### src/rtl/fb_pkg.sv
// shared types and constants for the fnv1 bucket hash block
package fb_pkg;

   localparam int KEY_W        = 8;
   localparam int INDEX_BITS_W = 5;
   localparam int LIMIT_W      = 8;
   localparam int COUNT_W      = 8;
   localparam int HASH_W       = 32;
   localparam int BUCKET_W     = 24;
   localparam int CSR_ADDR_W   = 2;
   localparam int CSR_DATA_W   = 8;

   localparam logic [HASH_W-1:0]       FNV_BASIS          = 32'h811c9dc5;
   localparam logic [INDEX_BITS_W-1:0] INDEX_BITS_RESET   = 5'd17;
   localparam logic                    FOLD_CASE_RESET    = 1'b1;
   localparam logic                    STOP_AT_ZERO_RESET = 1'b1;
   localparam logic [LIMIT_W-1:0]      LENGTH_LIMIT_RESET = 8'd0;

   typedef enum logic [CSR_ADDR_W-1:0] {
      CSR_INDEX_BITS   = 2'd0,
      CSR_FOLD_CASE    = 2'd1,
      CSR_STOP_AT_ZERO = 2'd2,
      CSR_LENGTH_LIMIT = 2'd3
   } csr_addr_type;

   typedef struct packed {
      logic [INDEX_BITS_W-1:0] index_bits;
      logic                    fold_case;
      logic                    stop_at_zero;
      logic [LIMIT_W-1:0]      length_limit;
   } cfg_type;

   typedef struct packed {
      logic [HASH_W-1:0]  hash;
      logic [COUNT_W-1:0] count;
      logic               stopped;
   } key_state_type;

   typedef struct packed {
      logic [KEY_W-1:0] key_byte;
      logic             key_last;
   } key_item_type;

endpackage

### src/rtl/fnv1_bucket_hash.sv
// top level of the streaming fnv-1a hash with bucket index fold
//
//   channel   direction  handshake              payload
//   req_      in         req_valid / req_ready  req_key_byte, req_key_last
//   rsp_      out        rsp_valid / rsp_ready  rsp_bucket_index, rsp_full_hash
//   csr_      in         csr_write_enable       csr_index, csr_write_data
//
// one byte item per cycle while no final byte waits for the result slot; the
// running hash loop (xor plus the shift-add prime multiply) is combinational
// after the input register; a final byte then enters the result register.
// reset is synchronous: configuration returns to defaults, the hash to the
// offset basis, and both stages empty.
// a waiting result only blocks a final byte; other bytes keep flowing.
module fnv1_bucket_hash (
   input  logic                              clock,
   input  logic                              reset,
   input  logic                              req_valid,
   output logic                              req_ready,
   input  logic [fb_pkg::KEY_W-1:0]          req_key_byte,
   input  logic                              req_key_last,
   output logic                              rsp_valid,
   input  logic                              rsp_ready,
   output logic [fb_pkg::BUCKET_W-1:0]       rsp_bucket_index,
   output logic [fb_pkg::HASH_W-1:0]         rsp_full_hash,
   input  logic                              csr_write_enable,
   input  logic [fb_pkg::CSR_ADDR_W-1:0]     csr_index,
   input  logic [fb_pkg::CSR_DATA_W-1:0]     csr_write_data
);
   import fb_pkg::*;

   // configuration registers
   cfg_type       cfg_ff;
   cfg_type       cfg_in;

   // running key state
   key_state_type state_ff;
   key_state_type state_in;
   key_state_type state_mixed;

   // input stage
   key_item_type  req_item;
   key_item_type  s1_item;
   logic          s1_valid;
   logic          consume;

   // result register
   logic                rsp_valid_ff;
   logic                rsp_valid_in;
   logic [BUCKET_W-1:0] bucket_ff;
   logic [BUCKET_W-1:0] bucket_next;
   logic [HASH_W-1:0]   hash_ff;
   logic                load_rsp;

   assign req_item.key_byte = req_key_byte;
   assign req_item.key_last = req_key_last;

   fb_in_reg u_in_reg (
      .clock      (clock),
      .reset      (reset),
      .req_valid  (req_valid),
      .req_ready  (req_ready),
      .req_item   (req_item),
      .consume    (consume),
      .item_valid (s1_valid),
      .item       (s1_item)
   );

   fb_mix u_mix (
      .cfg          (cfg_ff),
      .cur          (state_ff),
      .item         (s1_item),
      .nxt          (state_mixed),
      .bucket_index (bucket_next)
   );

   // a final byte needs a free result slot, any other byte moves on at once
   assign consume  = s1_valid && (!s1_item.key_last || !rsp_valid_ff || rsp_ready);
   assign load_rsp = consume && s1_item.key_last;

   // register writes
   always_comb begin
      cfg_in = cfg_ff;
      if (csr_write_enable) begin
         case (csr_addr_type'(csr_index))
            CSR_INDEX_BITS:   cfg_in.index_bits   = csr_write_data[INDEX_BITS_W-1:0];
            CSR_FOLD_CASE:    cfg_in.fold_case    = csr_write_data[0];
            CSR_STOP_AT_ZERO: cfg_in.stop_at_zero = csr_write_data[0];
            CSR_LENGTH_LIMIT: cfg_in.length_limit = csr_write_data[LIMIT_W-1:0];
            default:          cfg_in = cfg_ff;
         endcase
      end
   end

   always_ff @(posedge clock) begin
      if (reset) begin
         cfg_ff.index_bits   <= INDEX_BITS_RESET;
         cfg_ff.fold_case    <= FOLD_CASE_RESET;
         cfg_ff.stop_at_zero <= STOP_AT_ZERO_RESET;
         cfg_ff.length_limit <= LENGTH_LIMIT_RESET;
      end else begin
         cfg_ff <= cfg_in;
      end
   end

   // key state: advance on each consumed byte, back to basis after the last
   always_comb begin
      state_in = state_ff;
      if (consume) begin
         if (s1_item.key_last) begin
            state_in.hash    = FNV_BASIS;
            state_in.count   = '0;
            state_in.stopped = 1'b0;
         end else begin
            state_in = state_mixed;
         end
      end
   end

   always_ff @(posedge clock) begin
      if (reset) begin
         state_ff.hash    <= FNV_BASIS;
         state_ff.count   <= '0;
         state_ff.stopped <= 1'b0;
      end else begin
         state_ff <= state_in;
      end
   end

   // result register, refilled in the same cycle it is drained
   always_comb begin
      rsp_valid_in = rsp_valid_ff;
      if (load_rsp) begin
         rsp_valid_in = 1'b1;
      end else if (rsp_ready) begin
         rsp_valid_in = 1'b0;
      end
   end

   always_ff @(posedge clock) begin
      if (reset) begin
         rsp_valid_ff <= 1'b0;
      end else begin
         rsp_valid_ff <= rsp_valid_in;
      end
   end

   always_ff @(posedge clock) begin
      if (load_rsp) begin
         bucket_ff <= bucket_next;
         hash_ff   <= state_mixed.hash;
      end
   end

   assign rsp_valid        = rsp_valid_ff;
   assign rsp_bucket_index = bucket_ff;
   assign rsp_full_hash    = hash_ff;

endmodule

### src/rtl/fb_in_reg.sv
// input register stage holding one key byte item
module fb_in_reg (
   input  logic                clock,
   input  logic                reset,
   input  logic                req_valid,
   output logic                req_ready,
   input  fb_pkg::key_item_type req_item,
   input  logic                consume,
   output logic                item_valid,
   output fb_pkg::key_item_type item
);
   import fb_pkg::*;

   logic         valid_ff;
   logic         valid_in;
   key_item_type item_ff;

   // room when empty or when the held item leaves this cycle
   assign req_ready = !valid_ff || consume;

   always_comb begin
      valid_in = valid_ff;
      if (req_valid && req_ready) begin
         valid_in = 1'b1;
      end else if (consume) begin
         valid_in = 1'b0;
      end
   end

   always_ff @(posedge clock) begin
      if (reset) begin
         valid_ff <= 1'b0;
      end else begin
         valid_ff <= valid_in;
      end
   end

   always_ff @(posedge clock) begin
      if (req_valid && req_ready) begin
         item_ff <= req_item;
      end
   end

   assign item_valid = valid_ff;
   assign item       = item_ff;

endmodule

### src/rtl/fb_mix.sv
// per-byte hash update and bucket fold, combinational
module fb_mix (
   input  fb_pkg::cfg_type                  cfg,
   input  fb_pkg::key_state_type            cur,
   input  fb_pkg::key_item_type             item,
   output fb_pkg::key_state_type            nxt,
   output logic [fb_pkg::BUCKET_W-1:0]      bucket_index
);
   import fb_pkg::*;

   logic [KEY_W-1:0]        c;
   logic [KEY_W-1:0]        c_up;
   logic                    zero_stop;
   logic                    at_limit;
   logic                    take;
   logic [HASH_W-1:0]       m;
   logic [HASH_W-1:0]       prod;
   logic [INDEX_BITS_W-1:0] w;
   logic [5:0]              s;
   logic [HASH_W-1:0]       mask;
   logic [HASH_W-1:0]       folded;

   always_comb begin
      c         = item.key_byte;
      zero_stop = !cur.stopped && cfg.stop_at_zero && (c == '0);
      at_limit  = (cfg.length_limit != '0) && (cur.count >= cfg.length_limit);
      take      = !cur.stopped && !zero_stop && !at_limit;

      // irc casemapping: a-z and {|}~ down by 0x20
      if (cfg.fold_case && (c >= 8'h61) && (c <= 8'h7e)) begin
         c_up = c - 8'h20;
      end else begin
         c_up = c;
      end

      // multiply by the fnv prime 0x01000193 as shift-adds
      m    = cur.hash ^ {{(HASH_W-KEY_W){1'b0}}, c_up};
      prod = m + (m << 1) + (m << 4) + (m << 7) + (m << 8) + (m << 24);

      nxt         = cur;
      nxt.stopped = cur.stopped || zero_stop;
      if (take) begin
         nxt.hash = prod;
         if (cur.count != {COUNT_W{1'b1}}) begin
            nxt.count = cur.count + 1'b1;
         end
      end

      // width clamped to 1..24, mask keeps the xor form
      if (cfg.index_bits == '0) begin
         w = 5'd1;
      end else if (cfg.index_bits > 5'd24) begin
         w = 5'd24;
      end else begin
         w = cfg.index_bits;
      end
      s      = 6'd32 - {1'b0, w};
      mask   = ({26'b0, s} ^ 32'd2) - 32'd1;
      folded = (nxt.hash >> s) ^ (nxt.hash & mask);
      bucket_index = folded[BUCKET_W-1:0];
   end

endmodule

### config.mk
export PLATFORM = sky130hd
export DESIGN_NAME = fnv1_bucket_hash
export DESIGN_NICKNAME = d
export VERILOG_FILES = /design/src/rtl/fb_pkg.sv /design/src/rtl/fnv1_bucket_hash.sv /design/src/rtl/fb_in_reg.sv /design/src/rtl/fb_mix.sv
export SDC_FILE = /design/constraint.sdc
export NUM_CORES = 1
export LEC_CHECK = 0
export BUFFER_PORTS_ARGS = -buffer_cell sky130_fd_sc_hd__buf_2
export CAP_MARGIN = 10
export CORE_UTILIZATION = 48
export CTS_CLUSTER_DIAMETER = 200
export DETAILED_ROUTE_END_ITERATION = 8
export PLACE_DENSITY = 0.66
export RECOVER_POWER = 50
export SYNTH_ARGS = -nofsm -noshare
export SYNTH_HDL_FRONTEND = slang
export SYNTH_SLANG_ARGS = --single-unit
export TNS_END_PERCENT = 50
### constraint.sdc
create_clock -name clock -period 17.4 [get_ports clock]
set_input_delay 3.48 -clock clock [delete_from_list [all_inputs] [get_ports clock]]
set_output_delay 3.48 -clock clock [all_outputs]
set_load 0.01 [all_outputs]
* After elaboration in Yosys (flattened, before gate mapping)
Index checks and enable logic that the tools add are counted.
** Operators by class
- Bitwise logic cells :: 4
- Reductions and logical operators :: 33
- Shifts and indexed selects :: 1
- $lt $le $gt $ge :: 4
- $add $sub $neg :: 9
- Multiplexer cells :: 10
- Equality and inequality tests :: 4
** Operators by type and width (count)
- $add A32 B32 Y32 :: 5
- $mux W41 :: 1
- $mux W40 :: 1
- $shr A32 B6 Y24 :: 1
- $xor A32 B8 Y32 :: 1
- $and A24 B24 Y24 :: 1
- $xor A24 B24 Y24 :: 1
- $mux W8 :: 2
- $logic_and A1 B1 Y1 :: 10
- $mux W5 :: 2
- $add A8 B1 Y8 const B :: 1
- $ge A8 B7 Y1 const B :: 1
- $ge A8 B8 Y1 :: 1
- $le A8 B7 Y1 const B :: 1
- $logic_not A8 Y1 :: 1
- $ne A8 B8 Y1 const B :: 1
- $reduce_and A2 Y1 :: 4
- $reduce_bool A2 Y1 :: 4
- $reduce_bool A8 Y1 :: 1
- $sub A8 B6 Y8 const B :: 1
- $sub A6 B1 Y7 const B :: 1
- $logic_not A1 Y1 :: 6
- $sub A6 B5 Y6 const A :: 1
- $gt A5 B5 Y1 const B :: 1
- 8 further kinds :: 15
** Storage, ports and cells
- Output and inout bits :: 58
- Register bits after elaboration :: 123

* Longest topological paths before layout
Gate-level depths: netlist (run 1).
- Depth in word-level cells :: 13
- Gate-level depth with buffers :: 26
- Mapped depth without buffers :: 25

* By module
From an unflattened synthesis (run 1), not the netlist that was laid out.
** Second synthesis, totals
- Cell total of the unflattened synthesis :: 1155
- Area total of the unflattened synthesis :: 11349.6 um^2
** By module, submodules not included
- fb_mix :: cells each 921, sequential area each 0.0 um^2, instances 1, area each 7455.9 um^2
- fnv1_bucket_hash :: cells each 220, sequential area each 2822.7 um^2, instances 1, area each 3568.4 um^2
- fb_in_reg :: cells each 14, sequential area each 290.3 um^2, instances 1, area each 325.3 um^2

* Worst setup path after synthesis (run 1)
No wires, ideal clock.
- Path type :: input-to-output
- Start :: in rsp_ready
- End :: out req_ready
- Data required time :: 13.920 ns
- Cell stages on the path :: 2
- Setup slack :: 10.088 ns
- Arrival time :: 3.832 ns
- Path through :: nor2b_1 > nand3_1
** On the way
- Longest elaborated chain between the ends :: 3
** Ends and longest elaborated chain
- from (decl) :: line fnv1_bucket_hash.sv:22 : input logic rsp_ready,
- $logic_or A1 B1 Y1 :: line fnv1_bucket_hash.sv:77 : assign consume = s1_valid && (!s1_item.key_last || !rsp_valid_ff || rsp_ready);
- $logic_and A1 B1 Y1 :: line fnv1_bucket_hash.sv:77
- $logic_or A1 B1 Y1 :: line fb_in_reg.sv:19 : assign req_ready = !valid_ff || consume;
- to (decl) :: line fnv1_bucket_hash.sv:18 : output logic req_ready,
Every way passes these cells.

* Final worst setup path (run 1)
Ends and elaborated chain as after synthesis.

==> qor.csv, run 1 <==
stage,metric,value,unit
run_status,status,finished with violations,
run_status,violations,"max-capacitance violations, max-slew violations",
clocking,cts_made_buffers,17,
clocking,clk_path_buf_depth,2,
global_route,antenna_found_initial,0,
detailed_routing,vias_per_cell,6.08,
sta,whs,0.514,ns
global_route,grt_pass1_wl,53900,um
clocking,cts_hold_buf,0,
finish,antennaDiodeCount,0,
global_route,groute.usage.overall,0.290,
clocking,cts_resized,0,
finish,syn_to_final_growth,9.96,%
sta,fin_crit,7.59,ns
die,core_area,0.0236,mm2
clocking,cts-root-buf,clkbuf_16,
critical_path,crit_fanout,4,
logic_synthesis,syn-num-nets,1465,
detailed_routing,drtPass1Iterations,6,
die,start_util,0.492,
finish,final_cell_area,0.0128,mm2
logic_synthesis,synth-main-ff-cell,edfxtp_1,
die,rows,56,
placed_design,place_area,0.0123,mm2
sta,setup_tns,0,ns
clocking,worst_skew_pair.late_latency,0.44,ns
finish,final_nets,1511,
critical_path,critPathRequiredTime,13.92,ns
placed_design,port_buffers,81,
logic_synthesis,synth_warnings,0,
logic_synthesis,synth_cell_types,96,
critical_path,cp-start-kind,primary input,
critical_path,worstSetupEndpointType,output port,
sta,max_freq,0.132,GHz
sta,tightest_slew,3.32,ns
die,die_h,158,um
die,io_pins,82,
finish,fin_cells,1669,
detailed_routing,wl_per_cell,20.7,um
logic_synthesis,syn_inst,1291,
placed_design,place_congestion,0.943,
critical_path,cp.arrival,4.11,ns
sta,maxSlewViolCount,120,
logic_synthesis,synth_area_per_cell,9.00,um2
global_route,grt_pass1_vias,9572,
logic_synthesis,synth_edf_count,65,
detailed_routing,ant_nets,0,
detailed_routing,vias,10100,
hold_path,hp-class,reg2reg,
sta,fin_crit_sh,0.436,
clocking,cts-htree-levels,4,
logic_synthesis,synthesis.area,0.0116,mm2
die,dieArea,0.0248,mm2
detailed_routing,drc_errors,0,
clocking,cts_tree,built,
placed_design,dpl.hpwl,25300,um
placed_design,dp_cells,1637,
clocking,cts_setup_buffers,0,
sta,rsz0062_at_grt,false,
detailed_routing,drtIter0Drc,1030,
sta,clock_skew,0.0114,ns
critical_path,crit_type,in2out,
finish,drive_gt1_frac,0.0919,
global_route,grt_start_max_net_pins,59,
clocking,cts.sinks,123,
logic_synthesis,synthArstFlopShare,0,
logic_synthesis,synth_seq_area_share,0.268,
clocking,clk_pin_slew,0.06,ns
logic_synthesis,ys_seq_elements,123,
sta,finalHoldViolCount,0,
sta,slew_headroom,-1.21,
global_route,overflow,0,
detailed_routing,drt-total-wl,34500,um
sta,setup_viol,0,
flow_run,cap_violations,3,
die,die_width,158,um
==> layout make-up <==
type                    instances  area [um2]
flip-flops and latches        123        3110
fillers                      2196       10800
inverters                     103         387
well taps                     319         399
multi-input cells             996        7830
repair buffers                 96         442
clock inverters                10         101
clock buffers                  22         507
==> registers in the layout (all words and copies together), names as in the netlist <==
signal               count
rsp_full_hash           32
state_ff                41
rsp_bucket_index        24
u_in_reg.item            9
u_in_reg.item_valid      1
rsp_valid                1
cfg_ff                  15
==> routing by layer <==
metal	share of wire	track usage	up-vias	wire, um
met1	0.43	0.387	4872	14800
met3	0.080	0.0632	68	2750
met5	0	0	-	0
met2	0.47	0.467	451	16100
li1	-	-	4752	-
met4	0.025	0.0952	0	851
==> cells in the mapped netlist, types with 5 or more instances <==
cell type  count  area [um2]
nor3_1        20         100
a21o_1        14         105
xnor2_1       16         140
a21boi_0       5        37.5
nand2_1      161         604
mux2i_1       45         450
inv_1        100         375
and3_1        15        93.8
nand3_1       37         185
edfxtp_1      65        1950
mux4_2         6         135
and2_1         6        37.5
a22oi_1       18         135
a31oi_1       17         106
o211ai_1      21         158
a211oi_1      20         150
dfxtp_1       58        1160
o32ai_1        6        52.6
nor2_1       103         387
o221ai_1       5        43.8
xor2_1        21         184
nand2b_1       5        31.3
o21a_1         7        52.6
nor4_1         6        37.5
a21oi_1       69         345
buf_1          8        30.0
or2_2          5        31.3
buf_2         19        95.1
mux2_2        18         203
a211o_1        6        52.6
o21ai_1        8        40.0
ha_1          69         863
clkbuf_1      38         143
o21ai_0       55         275
nor2b_1        9        56.3
fa_1          81        1620
or3_1         11        68.8
o31ai_1        9        67.6
nand4_1        9        56.3
==> final timing paths <==
path	startpoint	endpoint	slack (ns)	depth (start not counted)
worst min-delay path	state_ff[0]	state_ff[0]	0.51	1
worst max-delay path	rsp_ready	req_ready	9.81	4
worst min register to register	state_ff[0]	state_ff[0]	0.51	1
worst max register to register	u_in_reg.item[4]	rsp_bucket_index[1]	9.92	24
==> cell families after synthesis <==
logic type / synth area share
and+or+nand+nor: 0.157
AOI/OAI and AO/OA: 0.200
buffers and inverters: 0.0590
adders and majority gates: 0.214
DFF: 0.268
muxes: 0.0688
xor gates and xnor gates: 0.0331
==> cells in the final DEF (no fill, tap or decap), types with 20 or more instances in the layout <==
cell type  count
fa_1          81
edfxtp_1      65
a21oi_1       70
dfxtp_1       58
ha_1          69
nor2_1       102
inv_1        100
o211ai_1      21
o21ai_0       55
a211oi_1      20
nor3_1        20
nand3_1       37
xor2_1        20
nand2_1      161
clkbuf_1      60
mux2i_1       45
buf_2         23
==> critical path, cell delays in order <==
cell	delay [ns]
buf_2	0.09
nor2b_1	0.21
nand3_1	0.15
buf_2	0.17
==> through the flow <==
stage	setup WS, ns	utilization
after floorplan	10.09	-
after global placement	9.87	0.519
after detailed placement	9.83	0.519
after CTS	9.83	0.545
after global routing	9.54	0.541
final	9.81	0.541
Power of run 1 is left out: the tool's default activity adds up to more than one toggle a clock period on the data nets, which glitch-free logic cannot reach.
==> inputs of run 2 (changes only) <==
ABC_AREA = 1   (was unset)
PLACE_DENSITY = 0.68   (was 0.66)
clock period = 6.3 ns   (was 17.4 ns; I/O delays follow)
==> qor.csv, run 2 <==
stage,metric,value,unit,change
clocking,cts.sinks,123,,unchanged
finish,largest-register,state_ff,,
global_route,antenna_found_initial,0,,unchanged
finish,regArea,0.00311,mm2,unchanged
global_route,grt_pass1_wl,51400,um,-4.6%
global_route,grt_pass1_vias,9876,,+3.2%
critical_path,cp.arrival,5.64,ns,+1.53 ns
run_status,violations,"max-capacitance violations, max-slew violations",,
die,io_pins,82,,unchanged
finish,multi_input_area,0.00725,mm2,-7.4%
finish,most-common-layout-cells,"nand2_1, inv_1, nand3_1, a21oi_1, fa_1",,
logic_synthesis,synthArstFlopShare,0,,unchanged
detailed_routing,vias_per_cell,5.35,,-12%
placed_design,place_congestion,0.962,,+2.0%
sta,setup_tns,0,ns,unchanged
sta,fin_crit,5.46,ns,
run_status,status,finished with violations,,
logic_synthesis,synth-main-ff-cell,edfxtp_1,,
logic_synthesis,syn_inst,1551,,+20%
finish,final_nets,1794,,+19%
clocking,cts-htree-levels,4,,unchanged
logic_synthesis,syn-num-nets,1725,,+18%
critical_path,crit_type,reg2reg,,
logic_synthesis,synthTopCellsByArea,"edfxtp_1, fa_1, nand2_1",,
die,start_util,0.492,,about the same
detailed_routing,drtPass1Iterations,6,,unchanged
logic_synthesis,synthAdderAreaFrac,0.214,,about the same
flow_run,cap_violations,2,,-1
clocking,worst_skew_pair.late_latency,0.42,ns,-0.02 ns
die,dieArea,0.0248,mm2,about the same
clocking,clk_path_buf_depth,2,,unchanged
clocking,cts_hold_buf,0,,unchanged
finish,largest_reg_flops,41,,unchanged
die,die_h,158,um,about the same
logic_synthesis,synth_edf_count,65,,unchanged
placed_design,dpl.hpwl,25700,um,+1.5%
logic_synthesis,synth_most_common_cell,nand2_1,,
clocking,cts-root-buf,clkbuf_16,,
finish,fillers,2333,,+6.2%
logic_synthesis,muxShareOfSynthArea,0.00172,,-0.0671
finish,drive_gt1_frac,0.0894,,-0.00245
clocking,cts_tree,built,,
logic_synthesis,synth_common_cells,"nand2_1, inv_1, nand3_1",,
sta,tightest_slew,3.15,ns,-0.166 ns
die,core_area,0.0236,mm2,unchanged
critical_path,critPathRequiredTime,6.47,ns,-7.45 ns
global_route,groute.usage.overall,0.274,,-0.0158
critical_path,crit_fanout,5,,+1
detailed_routing,vias,10500,,+3.0%
detailed_routing,drc_errors,0,,unchanged
hold_path,hp-class,reg2reg,,
logic_synthesis,synth_compound_gate_area_share,0.0826,,-0.118
clocking,clk_pin_slew,0.06,ns,about the same
critical_path,cp-start-kind,register,,
critical_path,path_common_cell,nand2_1,,
logic_synthesis,synthXorXnorAreaFrac,0.0197,,-0.0133
logic_synthesis,synth_cell_types,48,,-50%
critical_path,max_stage_delay,0.51,ns,+0.30 ns
placed_design,port_buffers,81,,unchanged
sta,rsz0062_at_grt,false,,
sta,clock_skew,0.00913,ns,-0.00226 ns
sta,maxSlewViolCount,102,,-15%
critical_path,worstSetupEndpointType,register,,
clocking,cts_resized,0,,unchanged
logic_synthesis,yosysTopAreaCell,edfxtp_1,,
logic_synthesis,synth_area_per_cell,7.49,um2,-17%
clocking,cts_setup_buffers,0,,unchanged
detailed_routing,ant_nets,0,,unchanged
logic_synthesis,synth_top_family_by_area,simple AND/OR/NAND/NOR gates,,
detailed_routing,drt-total-wl,32300,um,-6.4%
detailed_routing,wl_per_cell,16.5,um,-20%
logic_synthesis,synthesis.area,0.0116,mm2,about the same
clocking,cts_made_buffers,17,,unchanged
logic_synthesis,synth_seq_area_share,0.268,,about the same
logic_synthesis,yosys.area_share.simple,0.309,,+0.152
finish,syn_to_final_growth,10.1,%,
critical_path,cpMaxStageDelayCell,fa_1,,
finish,final_common_cell,nand2_1,,
finish,antennaDiodeCount,0,,unchanged
sta,slew_headroom,-1.10,,+0.110
logic_synthesis,synth_warnings,0,,unchanged
die,die_width,158,um,about the same
detailed_routing,drtIter0Drc,957,,-7.1%
logic_synthesis,ys_seq_elements,123,,unchanged
logic_synthesis,yosysTopAreaCellShare,0.168,,about the same
critical_path,r2r_slack,0.84,ns,-9.08 ns
die,rows,56,,unchanged
sta,setup_viol,0,,unchanged
sta,fin_crit_sh,0.867,,
sta,max_freq,0.183,GHz,
global_route,overflow,0,,unchanged
global_route,grt_start_max_net_pins,58,,-1.7%
sta,finalHoldViolCount,0,,unchanged
## run 2: cell families after synthesis
kind of cell    Yosys count
fa+ha+maj               150
xor+xnor                 24
simple gates            782
compound gates          168
mux                       2
flops                   123
buf+inv                 302
## run 2: path summary, 6_finish.rpt
kind,cells after the start,end,startpoint
setup / recovery,31,rsp_bucket_index[2],u_in_reg.item[8]
hold / removal,2,cfg_ff[8],cfg_ff[8]
setup reg to reg,31,rsp_bucket_index[2],u_in_reg.item[8]
hold reg to reg,2,cfg_ff[8],cfg_ff[8]
## run 2: metrics by stage
step	instance area (um2)	utilization	std cells	hold slack, ns	setup WS [ns]
after floorplan	11600	-	1551	0.439	1.54
after detailed placement	12300	0.520	1920	0.460	0.989
after global placement	12300	0.520	1920	0.452	0.995
after CTS	12900	0.546	1952	0.474	0.968
after global routing	12800	0.541	1952	0.512	0.405
final	12800	0.541	1952	0.471	0.835
## run 2: layer usage
layer | vias up | wire (um) | GRT usage
li1 | 5128 | - | -
met1 | 4799 | 14000 | 0.365
met2 | 454 | 14400 | 0.430
met3 | 69 | 2990 | 0.0752
met4 | 0 | 981 | 0.0892
met5 | - | 0 | 0
## run 2: cell type report
type                       instances  share of cell area
clock buffer                      18              0.0336
clock inverter                    14              0.0153
inverter                         258              0.0759
multi-input combinational       1126               0.567
sequential                       123               0.243
tap                              319              0.0312
timing repair buffer              94              0.0334
## run 2: worst max-delay path: cells and delay by family, from the launching register on
family | cells | cell delay, ns
and+or+nand+nor | 19 | 1.87
buffers and inverters | 4 | 0.37
xor gates and xnor gates | 2 | 0.47
adders and majority gates | 4 | 1.67
AOI/OAI and AO/OA | 2 | 0.41
DFF | 1 | 0.42
Power of run 2 is left out for the same reason.
==> inputs of run 3 (changes only) <==
clock period = 4.9 ns   (was 6.3 ns; I/O delays follow)
==> qor.csv, run 3 (same netlist as run 2, synthesis figures left out) <==
stage,metric,value,unit,change
global_route,antenna_found_initial,0,,unchanged
hold_path,hp-class,reg2reg,,
detailed_routing,drc_errors,0,,unchanged
die,rows,56,,unchanged
critical_path,timing.rr.start,u_in_reg.item[3],,
sta,rsz0062_at_grt,true,,
finish,final_common_cell,nand2_1,,
die,io_pins,82,,unchanged
critical_path,crit_fanout,6,,+1
clocking,worst_skew_pair.late_latency,0.44,ns,+0.02 ns
hold_path,whs_endpoint,cfg_ff[11],,
detailed_routing,ant_nets,0,,unchanged
clocking,clk_pin_slew,0.07,ns,about the same
critical_path,worstSetupEndpointType,register,,
placed_design,pre_cts_ws,-0.349,ns,-1.34 ns
run_status,status,finished with violations,,
sta,finalHoldViolCount,0,,unchanged
global_route,grt_pass1_vias,10400,,+5.6%
finish,syn_to_final_growth,27.9,%,
clocking,cts_made_buffers,17,,unchanged
run_status,violations,negative setup slack,,
die,core_area,0.0236,mm2,unchanged
sta,fin_crit_sh,1.02,,+0.154
sta,fin_crit,5.00,ns,-0.462 ns
critical_path,critPathRequiredTime,5.11,ns,-1.36 ns
sta,max_freq,0.200,GHz,+9.2%
die,dieArea,0.0248,mm2,unchanged
critical_path,cpMaxStageDelayCell,fa_1,,
sta,maxSlewViolCount,0,,-100%
die,die_width,158,um,unchanged
clocking,clk_path_buf_depth,2,,unchanged
clocking,cts.sinks,123,,unchanged
critical_path,r2r-end,rsp_bucket_index[6],,
placed_design,dp_cells,2021,,+5.3%
clocking,cts-root-buf,clkbuf_16,,
finish,fin_cells,2071,,+6.1%
critical_path,crit_type,reg2reg,,
global_route,overflow,0,,unchanged
flow_run,cap_violations,0,,-2
critical_path,r2r_slack,-0.10,ns,-0.94 ns
critical_path,cp-start-kind,register,,
global_route,groute.usage.overall,0.290,,+0.0158
placed_design,place_area,0.0130,mm2,+6.3%
detailed_routing,vias_per_cell,5.39,,+0.60%
finish,final_nets,1913,,+6.6%
sta,fin_ws,-0.103,ns,-0.938 ns
clocking,cts_tree,built,,
critical_path,max_stage_delay,0.57,ns,+0.06 ns
placed_design,dpl.hpwl,26800,um,+4.2%
die,start_util,0.492,,unchanged
detailed_routing,drt-total-wl,35600,um,+10%
die,die_h,158,um,unchanged
finish,drive_gt1_frac,0.263,,+0.173
global_route,grt_pass1_wl,54400,um,+5.8%
critical_path,reg2reg_depth,29,,-6.5%
critical_path,path_common_cell,nand2_1,,
finish,most-common-layout-cells,"nand2_1, inv_1, buf_4, nand3_1, a21oi_1",,
finish,largest_reg_flops,41,,unchanged
sta,tightest_slew,1.32,ns,-1.83 ns
clocking,cts-htree-levels,4,,unchanged
detailed_routing,wl_per_cell,17.2,um,+4.0%
sta,whs,0.481,ns,+0.00935 ns
placed_design,place_congestion,0.947,,-1.5%
placed_design,port_buffers,81,,unchanged
sta,clock_skew,0.0119,ns,+0.00278 ns
sta,setup_viol,15,,+15
sta,slew_headroom,0.119,,+1.22
global_route,grt_start_max_net_pins,58,,unchanged
finish,final_cell_area,0.0149,mm2,+16%
hold_path,hp-start,cfg_ff[11],,
detailed_routing,vias,11200,,+6.7%
critical_path,cp.arrival,5.21,ns,-0.43 ns
clocking,cts_hold_buf,0,,unchanged
detailed_routing,drtPass1Iterations,5,,-1
detailed_routing,drtIter0Drc,790,,-17%
finish,largest-register,state_ff,,
finish,antennaDiodeCount,0,,unchanged
finish,fillers,2112,,-9.5%
hold_path,worstHoldPathCells,2,,unchanged
run 3: changes by cell type in the layout (fill, tap and decap cells not counted), sizes merged:
cell      previous run  this run
buf                 35       155
inv                258       262
clkinvlp             4         1
bufinv               4         2
clkbuf              77        75
clkinv               6         8
run 3: cell type report:
| type | instances | area, um2 | area share |
|---|---|---|---|
| clock buffer | 17 | 425 | 0.0286 |
| clock inverter | 15 | 164 | 0.0110 |
| inverter | 258 | 971 | 0.0654 |
| multi-input combinational | 1126 | 8430 | 0.567 |
| sequential | 123 | 3110 | 0.210 |
| tap | 319 | 399 | 0.0269 |
| timing repair buffer | 213 | 1360 | 0.0912 |
run 3: critical path: cells and delay by family, from the launching register on:
kind / cells / cell delay (ns)
AO/OA/AOI/OAI: 4 / 0.55
XOR/XNOR: 1 / 0.13
adder cells (fa/ha/maj): 4 / 1.61
buffers and inverters: 5 / 0.49
flip-flops: 1 / 0.42
AND/OR/NAND/NOR: 15 / 1.55
run 3: metal layers:
metal	part of all wire	vias to the layer above	global-route usage
met4	0.034	0	0.111
li1	-	5373	-
met1	0.42	5266	0.382
met3	0.072	76	0.0551
met2	0.47	439	0.471
met5	0	-	0
run 3: repair_timing:
item	4_1_cts	5_1_grt
endpoints found under the setup margin	24	25
cloned	0	0
buffers inserted	7	11
resized for setup	63	189
pin swaps	22	52
run 3: stage by stage:
stage / util / setup TNS, ns
6_report: 0.629 / -0.598
5_1_grt: 0.629 / -7.33
4_1_cts: 0.592 / -0.538
3_5_place_dp: 0.552 / -5.94
3_3_place_gp: 0.552 / -4.75
2_1_floorplan: - / 0
run 3: worst max-delay path by stage:
stage	from	to	slack, ns
3_3_place_gp	u_in_reg.item[8]	rsp_bucket_index[4]	-0.32
2_1_floorplan	u_in_reg.item[8]	rsp_bucket_index[3]	0.14
4_1_cts	u_in_reg.item[8]	rsp_bucket_index[3]	-0.08
6_report	u_in_reg.item[3]	rsp_bucket_index[6]	-0.10
5_1_grt	u_in_reg.item[2]	rsp_bucket_index[2]	-0.42
3_5_place_dp	u_in_reg.item[1]	rsp_bucket_index[4]	-0.35
Power of run 3 is left out for the same reason.
